===== config.mk =====
export PLATFORM = sky130hd
export DESIGN_NAME = websocket_frame_deframer_top
export DESIGN_NICKNAME = d
export VERILOG_FILES = /design/src/rtl/wsfd_pkg.sv /design/src/rtl/wsfd_parser.sv /design/src/rtl/websocket_frame_deframer_top.sv
export VERILOG_INCLUDE_DIRS = /design/src /design/src/rtl
export SDC_FILE = /design/constraint.sdc
export NUM_CORES = 1
export LEC_CHECK = 0
export BUFFER_PORTS_ARGS = -buffer_cell sky130_fd_sc_hd__buf_2
export CAP_MARGIN = 20
export CORE_ASPECT_RATIO = 0.5
export CORE_MARGIN = 4
export CORE_UTILIZATION = 40
export DETAILED_ROUTE_END_ITERATION = 16
export GPL_TIMING_DRIVEN = 1
export PLACE_DENSITY_LB_ADDON = 0.2
export SLEW_MARGIN = 20
export SYNTH_ARGS = -nofsm -noshare
export SYNTH_HDL_FRONTEND = slang
export SYNTH_SLANG_ARGS = --single-unit

===== constraint.sdc =====
create_clock -name clk_i -period 5.35 [get_ports clk_i]
set_input_delay 1.07 -clock clk_i [delete_from_list [all_inputs] [get_ports clk_i]]
set_output_delay 1.07 -clock clk_i [all_outputs]
set_load 0.05 [all_outputs]

===== src/rtl/websocket_frame_deframer_top_defines.svh =====
// Assertion macros for the WebSocket frame deframer.
// Used by websocket_frame_deframer_top.sv; needs clk_i and rst_ni in scope.
`ifndef WEBSOCKET_FRAME_DEFRAMER_TOP_DEFINES_SVH
`define WEBSOCKET_FRAME_DEFRAMER_TOP_DEFINES_SVH

// Same-cycle implication, checked at every clock edge out of reset.
`define WSFD_ASSERT_NOW(lbl, ante, cons, msg) \
  lbl: assert property (@(posedge clk_i) disable iff (!rst_ni) (ante) |-> (cons)) \
    else $error(msg);

// Next-cycle implication, checked at every clock edge out of reset.
`define WSFD_ASSERT_NEXT(lbl, ante, cons, msg) \
  lbl: assert property (@(posedge clk_i) disable iff (!rst_ni) (ante) |=> (cons)) \
    else $error(msg);

`endif


===== src/rtl/wsfd_pkg.sv =====
// Shared types and constants for the WebSocket frame deframer.
// No dependencies; used by wsfd_parser and websocket_frame_deframer_top.
package wsfd_pkg;

  // Parser phase, one-hot.
  typedef enum logic [4:0] {
    PH_FIRST   = 5'b00001,
    PH_SECOND  = 5'b00010,
    PH_EXTLEN  = 5'b00100,
    PH_KEY     = 5'b01000,
    PH_PAYLOAD = 5'b10000
  } phase_e;

  localparam logic [6:0] LEN_CODE_EXT16 = 7'd126;
  localparam logic [6:0] LEN_CODE_EXT64 = 7'd127;
  localparam logic [3:0] EXT16_BYTES    = 4'd2;
  localparam logic [3:0] EXT64_BYTES    = 4'd8;
  localparam logic [3:0] HDR_BASE_BYTES = 4'd2;

  localparam logic KIND_HEADER  = 1'b0;
  localparam logic KIND_PAYLOAD = 1'b1;

  typedef struct packed {
    logic        kind;
    logic        fin;
    logic [3:0]  opcode;
    logic        masked;
    logic [63:0] payload_length;
    logic [3:0]  header_bytes;
    logic [7:0]  data_byte;
    logic        end_of_frame;
  } result_t;

endpackage


===== src/rtl/wsfd_parser.sv =====
// Frame header decoder and payload unmasking state for the deframer.
// Depends on wsfd_pkg.
module wsfd_parser (
  input  logic                clk_i,
  input  logic                rst_ni,
  input  logic                step_i,
  input  logic [7:0]          byte_i,
  output logic                res_vld_o,
  output wsfd_pkg::result_t   res_o,
  output wsfd_pkg::phase_e    phase_o
);

  wsfd_pkg::phase_e phase_q, phase_d;
  logic [3:0]  ext_q, ext_d;
  logic [3:0]  hcnt_q, hcnt_d;
  logic        fin_q, fin_d;
  logic [3:0]  op_q, op_d;
  logic        mask_q, mask_d;
  logic [63:0] len_q, len_d;
  logic [63:0] rem_q, rem_d;
  logic [31:0] key_q, key_d;
  logic [1:0]  kidx_q, kidx_d;

  always_comb begin
    logic       len_done;
    logic       hdr_done;
    logic       kind;
    logic       eof;
    logic [7:0] data;
    logic [6:0] code;
    phase_d  = phase_q;
    ext_d    = ext_q;
    hcnt_d   = hcnt_q;
    fin_d    = fin_q;
    op_d     = op_q;
    mask_d   = mask_q;
    len_d    = len_q;
    rem_d    = rem_q;
    key_d    = key_q;
    kidx_d   = kidx_q;
    len_done = 1'b0;
    hdr_done = 1'b0;
    kind     = wsfd_pkg::KIND_HEADER;
    eof      = 1'b0;
    data     = 8'd0;
    res_vld_o = 1'b0;
    code     = byte_i[6:0];
    case (phase_q)
      wsfd_pkg::PH_SECOND: begin
        mask_d = byte_i[7];
        hcnt_d = wsfd_pkg::HDR_BASE_BYTES;
        if (code == wsfd_pkg::LEN_CODE_EXT16) begin
          ext_d   = wsfd_pkg::EXT16_BYTES;
          len_d   = '0;
          phase_d = wsfd_pkg::PH_EXTLEN;
        end else if (code == wsfd_pkg::LEN_CODE_EXT64) begin
          ext_d   = wsfd_pkg::EXT64_BYTES;
          len_d   = '0;
          phase_d = wsfd_pkg::PH_EXTLEN;
        end else begin
          len_d    = {57'd0, code};
          len_done = 1'b1;
        end
      end
      wsfd_pkg::PH_EXTLEN: begin
        len_d  = {len_q[55:0], byte_i};
        hcnt_d = hcnt_q + 4'd1;
        ext_d  = ext_q - 4'd1;
        len_done = (ext_d == 4'd0);
      end
      wsfd_pkg::PH_KEY: begin
        key_d    = {key_q[23:0], byte_i};
        hcnt_d   = hcnt_q + 4'd1;
        kidx_d   = kidx_q + 2'd1;
        hdr_done = (kidx_d == 2'd0);
      end
      wsfd_pkg::PH_PAYLOAD: begin
        // Key bytes are used most significant first.
        data      = byte_i ^ key_q[{~kidx_q, 3'b000} +: 8];
        kidx_d    = kidx_q + 2'd1;
        rem_d     = rem_q - 64'd1;
        // The last byte is the one taken with a single byte left.
        eof       = (rem_q == 64'd1);
        kind      = wsfd_pkg::KIND_PAYLOAD;
        res_vld_o = 1'b1;
        if (eof) begin
          phase_d = wsfd_pkg::PH_FIRST;
        end
      end
      default: begin
        fin_d   = byte_i[7];
        op_d    = byte_i[3:0];
        hcnt_d  = 4'd1;
        phase_d = wsfd_pkg::PH_SECOND;
      end
    endcase

    if (len_done) begin
      key_d = '0;
      if (mask_d) begin
        phase_d = wsfd_pkg::PH_KEY;
        kidx_d  = 2'd0;
      end else begin
        hdr_done = 1'b1;
      end
    end

    if (hdr_done) begin
      rem_d     = len_d;
      kidx_d    = 2'd0;
      eof       = (len_d == '0);
      res_vld_o = 1'b1;
      phase_d   = eof ? wsfd_pkg::PH_FIRST : wsfd_pkg::PH_PAYLOAD;
    end

    res_o.kind           = kind;
    res_o.fin            = fin_d;
    res_o.opcode         = op_d;
    res_o.masked         = mask_d;
    res_o.payload_length = len_d;
    res_o.header_bytes   = hcnt_d;
    res_o.data_byte      = data;
    res_o.end_of_frame   = eof;
  end

  always_ff @(posedge clk_i or negedge rst_ni) begin
    if (!rst_ni) begin
      phase_q <= wsfd_pkg::PH_FIRST;
      ext_q   <= '0;
      hcnt_q  <= '0;
      fin_q   <= 1'b0;
      op_q    <= '0;
      mask_q  <= 1'b0;
      len_q   <= '0;
      rem_q   <= '0;
      key_q   <= '0;
      kidx_q  <= '0;
    end else if (step_i) begin
      phase_q <= phase_d;
      ext_q   <= ext_d;
      hcnt_q  <= hcnt_d;
      fin_q   <= fin_d;
      op_q    <= op_d;
      mask_q  <= mask_d;
      len_q   <= len_d;
      rem_q   <= rem_d;
      key_q   <= key_d;
      kidx_q  <= kidx_d;
    end
  end

  assign phase_o = phase_q;

endmodule


===== src/rtl/websocket_frame_deframer_top.sv =====
// WebSocket frame deframer (RFC 6455 frame parser), top level.
// Depends on wsfd_pkg, wsfd_parser and websocket_frame_deframer_top_defines.svh.
//
// Usage:
//   The input channel carries one raw byte of the frame stream per request
//   (in_valid_i / in_stall_o / in_byte_i). Header bytes produce no output
//   until the header is complete; then one header request (kind 0) leaves
//   on the output channel, followed by one unmasked payload byte (kind 1)
//   per input byte. The last request of a frame has end_of_frame_o set; a
//   frame with an empty payload ends on its header request.
//   A byte accepted into the input register is decoded from there by the
//   parser, and its result is loaded into the output register, from which
//   the receiver takes it. Throughput is one byte per cycle while the
//   receiver does not stall, limited by the single pass through the parser
//   between the two registers.
//   When the receiver stalls, the output register holds its request. Header
//   bytes that produce no result keep flowing; the first byte that would
//   produce a result waits in the input register, and the input stalls.
//   Reset clears the valid flags of both registers and returns the parser
//   to waiting for the first header byte of a frame.
`include "websocket_frame_deframer_top_defines.svh"

module websocket_frame_deframer_top (
  input  logic        clk_i,
  input  logic        rst_ni,
  input  logic        in_valid_i,
  output logic        in_stall_o,
  input  logic [7:0]  in_byte_i,
  output logic        out_valid_o,
  input  logic        out_stall_i,
  output logic        kind_o,
  output logic        fin_o,
  output logic [3:0]  opcode_o,
  output logic        masked_o,
  output logic [63:0] payload_length_o,
  output logic [3:0]  header_bytes_o,
  output logic [7:0]  data_byte_o,
  output logic        end_of_frame_o
);

  // Input register.
  logic       in_vld_q;
  logic [7:0] in_byte_q;

  // Output register.
  logic              out_vld_q;
  wsfd_pkg::result_t out_q;

  // Parser interface.
  logic              res_vld;
  wsfd_pkg::result_t res;
  wsfd_pkg::phase_e  phase;

  logic in_accept;
  logic out_take;
  logic adv;
  logic out_load;

  // Phase and result decodes used by the checks below.
  logic res_payload;
  logic at_payload;
  logic at_first;

  // The held byte advances when it yields no result, or when the output
  // register is empty or being drained in this cycle.
  assign out_take   = out_vld_q && !out_stall_i;
  assign adv        = in_vld_q && (!res_vld || !out_vld_q || !out_stall_i);
  assign in_stall_o = in_vld_q && !adv;
  assign in_accept  = in_valid_i && !in_stall_o;
  assign out_load   = adv && res_vld;

  assign res_payload = (res.kind == wsfd_pkg::KIND_PAYLOAD);
  assign at_payload  = (phase == wsfd_pkg::PH_PAYLOAD);
  assign at_first    = (phase == wsfd_pkg::PH_FIRST);

  wsfd_parser u_parser (
    .clk_i     (clk_i),
    .rst_ni    (rst_ni),
    .step_i    (adv),
    .byte_i    (in_byte_q),
    .res_vld_o (res_vld),
    .res_o     (res),
    .phase_o   (phase)
  );

  always_ff @(posedge clk_i or negedge rst_ni) begin
    if (!rst_ni) begin
      in_vld_q <= 1'b0;
    end else if (in_accept) begin
      in_vld_q <= 1'b1;
    end else if (adv) begin
      in_vld_q <= 1'b0;
    end
  end

  always_ff @(posedge clk_i) begin
    if (in_accept) begin
      in_byte_q <= in_byte_i;
    end
  end

  always_ff @(posedge clk_i or negedge rst_ni) begin
    if (!rst_ni) begin
      out_vld_q <= 1'b0;
    end else if (out_load) begin
      out_vld_q <= 1'b1;
    end else if (out_take) begin
      out_vld_q <= 1'b0;
    end
  end

  always_ff @(posedge clk_i) begin
    if (out_load) begin
      out_q <= res;
    end
  end

  assign out_valid_o      = out_vld_q;
  assign kind_o           = out_q.kind;
  assign fin_o            = out_q.fin;
  assign opcode_o         = out_q.opcode;
  assign masked_o         = out_q.masked;
  assign payload_length_o = out_q.payload_length;
  assign header_bytes_o   = out_q.header_bytes;
  assign data_byte_o      = out_q.data_byte;
  assign end_of_frame_o   = out_q.end_of_frame;

  // A byte held back by a full, stalled output register must stay put.
  `WSFD_ASSERT_NEXT(a_hold_input, in_stall_o, in_vld_q && $stable(in_byte_q), "input byte lost")

  // Payload results come only from the payload phase.
  `WSFD_ASSERT_NOW(a_payload_phase, res_vld && res_payload, at_payload, "stray payload result")

  // A frame's last result returns the parser to the first header byte.
  `WSFD_ASSERT_NEXT(a_eof_restart, out_load && res.end_of_frame, at_first, "no frame restart")

endmodule

# After elaboration in Yosys (flattened, before gate mapping)
# Cells that the tools add are included.
# word_totals
register_bits,275
word_cells,102
output_inout_bits,86
# op_classes
addsub,4
shifts,1
n_mux,40
bitwise,2
n_reduce_logical,26
n_eq_ne,8
# ops
operator,count
$mux 64,3
$pmux 64 s2,1
$eq 64x1->1 const B,1
$logic_not 64->1,1
$mux 32,2
$sub 64x1->64 const B,1
$mux 5,7
$shiftx 32x6->8,1
$mux 1,15
$pmux 5 s3,1
$eq 7x7->1 const B,2
$mux 4,3
$pmux 4 s3,1
$reduce_bool 2->1,5
$mux 2,4
$pmux 4 s2,1
$xor 8x8->8,1
$mux 7,1
$eq 5x2->1 const B,1
$eq 5x3->1 const B,1
$eq 5x4->1 const B,1
$eq 5x5->1 const B,1
$logic_and 1x1->1,5
$logic_not 1->1,5
13 further kinds,16

# Logic depth before layout (Yosys ltp)
# depth
ltp_word,15
depth_mapped,13
ltp_nobuf,10

# Hierarchy
# A second synthesis with hierarchy kept.
# unflattened
cells_unflattened,1251
hier_area_um2,13078.8
# modules_own_cells
mod,area_per_inst_um2,cells_each,instances,seq_area_each_um2
wsfd_parser,10217.3,1147,1,4530.6
websocket_frame_deframer_top,2861.5,104,1,2812.7

# Worst setup path before layout
# Ideal clock, no wire load.
# synth_path
path_type,register to output
start,"register u_parser.phase_q[4], in the netlist u_parser.phase_o[4]"
end,output in_stall_o
path_stages_with_launch,11
slack_ns,1.484
arrival_ns,2.796
t_required_ns,4.280
path_cell_list,dfrtp_1 -> clkbuf_1 -> nor3_1 -> and2_1 -> clkbuf_1 -> a32oi_1 -> clkbuf_1 -> o21a_1 -> buf_2 -> buf_2 -> a21oi_1
# synth_between
elab_chain_len,11
# synth_lines
item,line_no,text
"start, declared",wsfd_parser.sv:13,"wsfd_pkg::phase_e phase_q, phase_d;"
"start signal, assigned",wsfd_parser.sv:128,phase_q <= wsfd_pkg::PH_FIRST;
"start signal, assigned",wsfd_parser.sv:139,phase_q <= phase_d;
$eq 5x4->1 / $eq 5x2->1 (equally long branches),wsfd_parser.sv:48,case (phase_q)
$mux 1,wsfd_parser.sv:48,
$mux 1,wsfd_parser.sv:100,if (mask_d) begin
$mux 1,wsfd_parser.sv:98,if (len_done) begin
$mux 1 *,wsfd_parser.sv:108,if (hdr_done) begin
$logic_not 1->1 *,websocket_frame_deframer_top.sv:67,assign adv = in_vld_q && (!res_vld || !out_vld_q || !out_stall_i);
$logic_or 1x1->1 * (2 in a row),websocket_frame_deframer_top.sv:67,
$logic_and 1x1->1 *,websocket_frame_deframer_top.sv:67,
$logic_not 1->1 *,websocket_frame_deframer_top.sv:68,assign in_stall_o = in_vld_q && !adv;
$logic_and 1x1->1 *,websocket_frame_deframer_top.sv:68,
"end, declared",websocket_frame_deframer_top.sv:27,"output logic in_stall_o,"
# Every way passes the cells marked *; elsewhere a longest branch is shown, timed or not.

==> flow_summary.json <==
{
  "status": "finished clean",
  "critPathTopFamily": "simple AND/OR/NAND/NOR gates",
  "synth_flop_cell": "dfrtp_1",
  "grt_pass1_wl_um": 58120,
  "root_buffer": "clkbuf_16",
  "clock_skew_ns": 0.01331,
  "crit_path_end_kind": "primary output",
  "worstPathMaxFanout": 29,
  "overflow": 0,
  "grt_max_degree": 102,
  "hold_violations": 0,
  "hold_class": "flop to flop",
  "cts_tree": "done",
  "grt.total_usage": 0.2043,
  "multi_input_area_sq_um": 5270,
  "hp-start": "u_parser.key_q[27]$_DFFE_PN0P_",
  "yosysSeqAreaShare": 0.5643,
  "place.gp.congestion": 0.9075,
  "async_flop_share": 0.6655,
  "clk_pin_slew_ns": 0.06,
  "ir_drop_v": 0.0002537,
  "cts_hold_buf": 0,
  "setup_ws_ns": 0.7947,
  "synth.area.top_cells": "dfrtp_1 (35%), edfxtp_1 (21%), nor2_1 (7.0%), o21ai_0 (4.0%), a21oi_1 (3.6%)",
  "cp_slowest_stage_delay_ns": 0.59,
  "rsz0062_at_grt": "false",
  "worstRegToRegCells": 7,
  "min_period_ns": 4.555,
  "tns_ns": 0,
  "start_util": 0.4081,
  "post_cts_buffers": 0,
  "place_worst_setup_slack_ns": 1.406,
  "seqCellArea_sq_um": 7343,
  "critical_path_required_ns": 4.28,
  "hpwl_um": 25380,
  "die_w_um": 263.1,
  "synth_top_area_share": 0.3500,
  "yosysMostFrequentCell": "nor2_1",
  "clk_path_buf_depth": 3,
  "ys_ff_latch": 275,
  "wl_per_cell_um": 20.28,
  "cts_num_sinks": 275,
  "cts_buffers": 26,
  "cp_num_buf_inv": 2,
  "antenna_cells": 0,
  "rr_startpoint": "u_parser.phase_o[1]$_DFFE_PN0P_",
  "leakagePower_nw": 6.022,
  "worst_hold_slack_ns": 0.4778,
  "die_area_sq_um": 35660,
  "drt-vias-per-instance": 5.791,
  "hold_path_depth": 2,
  "synth_common_cells": "nor2_1 (242), dfrtp_1 (182), nand2_1 (123)",
  "instances_no_fill": 1836,
  "ant_nets": 0,
  "power_density_nw_per_um2": 670.2,
  "synth_cells": 1325,
  "io_pins": 98,
  "drive_gt1_frac": 0.1417,
  "syn-cell-area_sq_um": 13010,
  "tightest_slew_ns": 1.117,
  "numPortBuffers": 97,
  "syn_area_per_cell_sq_um": 9.821,
  "drtIter0Drc": 1292,
  "hold_end": "u_parser.key_q[27]$_DFFE_PN0P_",
  "cts_resized": 0,
  "cp-start-kind": "flop",
  "dieHeight_um": 135.5,
  "synth_area_leader_cell": "dfrtp_1",
  "drv_cap": 0,
  "rr_endpoint": "u_parser.len_q[28]$_DFFE_PN0P_",
  "maxSlewHeadroom": 0.2473,
  "drc": 0,
  "rows": 46,
  "antenna_found_initial": 0,
  "fp.coreArea_sq_um": 31890,
  "clock_insertion_delay_worst_skew_ns": 0.56,
  "area_delta_synth_final_pct": 14.25,
  "yosys_warnings": 0,
  "grt_pass1_vias": 9887,
  "setup_viol": 0,
  "fill_cells": 2992,
  "syn_nets": 1343,
  "crit_type": "flop to primary output",
  "placed_cells": 1788,
  "nets": 1402,
  "synth_edf_count": 92,
  "dr_total_vias": 10630,
  "h-tree-depth": 1,
  "synth.distinct_cells": 68,
  "cp.arrival_ns": 3.49,
  "min_period_over_period": 0.8514,
  "drt_pass1_iterations": 5,
  "crit_chain": "nor3_1 > and2_1 > mux2_2 > o21a_2 > buf_4 > a21oi_1 > buf_2",
  "reg2reg_slack_ns": 1.50,
  "wl_um": 37230,
  "final_core_util": 0.4663,
  "slowest_stage": "nor3_1",
  "drv_slew": 0,
  "max_freq_mhz": 219.5
}
[cell usage in the layout (no fill, tap or decap), types with 6 or more instances in the layout]
cell | synthesis | routed
mux4_2 | 8 | 8
nor3_1 | 34 | 34
clkbuf_16 | 0 | 27
o21ai_0 | 105 | 103
buf_4 | 0 | 15
a22oi_1 | 27 | 27
o22ai_1 | 13 | 13
nor4_1 | 29 | 29
o22a_1 | 14 | 14
buf_2 | 8 | 96
nand2b_1 | 11 | 11
or4_1 | 13 | 13
a2bb2oi_1 | 12 | 12
nand2_1 | 123 | 123
a31oi_1 | 15 | 15
dfrtp_1 | 182 | 182
edfxtp_1 | 92 | 92
mux2_2 | 8 | 8
nand3_1 | 16 | 16
nor2_1 | 242 | 241
a22o_1 | 38 | 38
inv_1 | 36 | 36
nor2b_1 | 6 | 6
o31ai_1 | 7 | 7
xnor2_1 | 9 | 9
a21oi_1 | 94 | 94
or3_1 | 10 | 10
nand4_1 | 10 | 10
ha_1 | 6 | 6
o2bb2ai_1 | 7 | 7
[worst max-delay path by stage]
stage | start | to | slack (ns) | cells past startpoint
after floorplan | u_parser.phase_o[4]$_DFFE_PN0P_ | in_stall_o | 1.48 | 10
after global placement | u_parser.phase_o[4]$_DFFE_PN0P_ | in_stall_o | 1.55 | 7
after detailed placement | u_parser.phase_o[4]$_DFFE_PN0P_ | in_stall_o | 1.41 | 7
after CTS | u_parser.phase_o[4]$_DFFE_PN0P_ | in_stall_o | 0.80 | 7
after global routing | u_parser.phase_o[4]$_DFFE_PN0P_ | in_stall_o | 0.57 | 7
final | u_parser.phase_o[4]$_DFFE_PN0P_ | in_stall_o | 0.79 | 7
[tightest hold or removal path, stage by stage, from the launching register on]
cell and delay, ns:
dfrtp_1 0.34, nand2_1 0.04, o21ai_0 0.06
[final cells by class]
cell class | instances | area share
Clock buffer | 32 | 0.04671
Clock inverter | 16 | 0.01380
Inverter | 37 | 0.009510
Multi-Input combinational cell | 929 | 0.3545
Sequential cell | 275 | 0.4939
Tap cell | 432 | 0.03636
Timing Repair Buffer | 115 | 0.04519
[kinds of logic after synthesis]
group | after synthesis | share of synthesized area
compound gates | 372 | 0.1838
xor+xnor | 9 | 0.006058
fa+ha+maj | 6 | 0.005769
buf+inv | 121 | 0.03567
flops | 275 | 0.5643
mux | 19 | 0.02308
simple gates | 523 | 0.1813
[flip-flops by register name (all words and copies together) (netlist names), 2 cells and up]
signal	cells
in_byte_q	8
opcode_o	4
u_parser.op_q	4
data_byte_o	8
u_parser.kidx_q	2
payload_length_o	64
u_parser.rem_q	64
u_parser.key_q	32
u_parser.phase_o	5
header_bytes_o	4
u_parser.ext_q	4
u_parser.len_q	64
u_parser.hcnt_q	4
[metrics by stage]
step           power (W)  area, sq um
6_report        0.009964        14870
5_1_grt          0.01059        14870
4_1_cts         0.009987        14870
3_5_place_dp    0.007959        13970
3_3_place_gp    0.007819        13940
2_1_floorplan   0.006557        13010
[layer usage]
metal | vias to the layer above | wire length (um) | track usage
met5 | - | 0 | 0
met4 | 0 | 807 | 0.04831
met3 | 58 | 2939 | 0.04101
met2 | 413 | 16420 | 0.3026
met1 | 5231 | 17050 | 0.3098
li1 | 4931 | - | -
[report_power, final]
part	internal, W	switching, W	leakage, nW
clock network	0.00116	0.000826	0.435
logic	0.00129	0.00282	2.48
registers	0.00309	0.000769	3.11
total	0.00555	0.00442	6.02
Power figures use the tool's default switching activity.
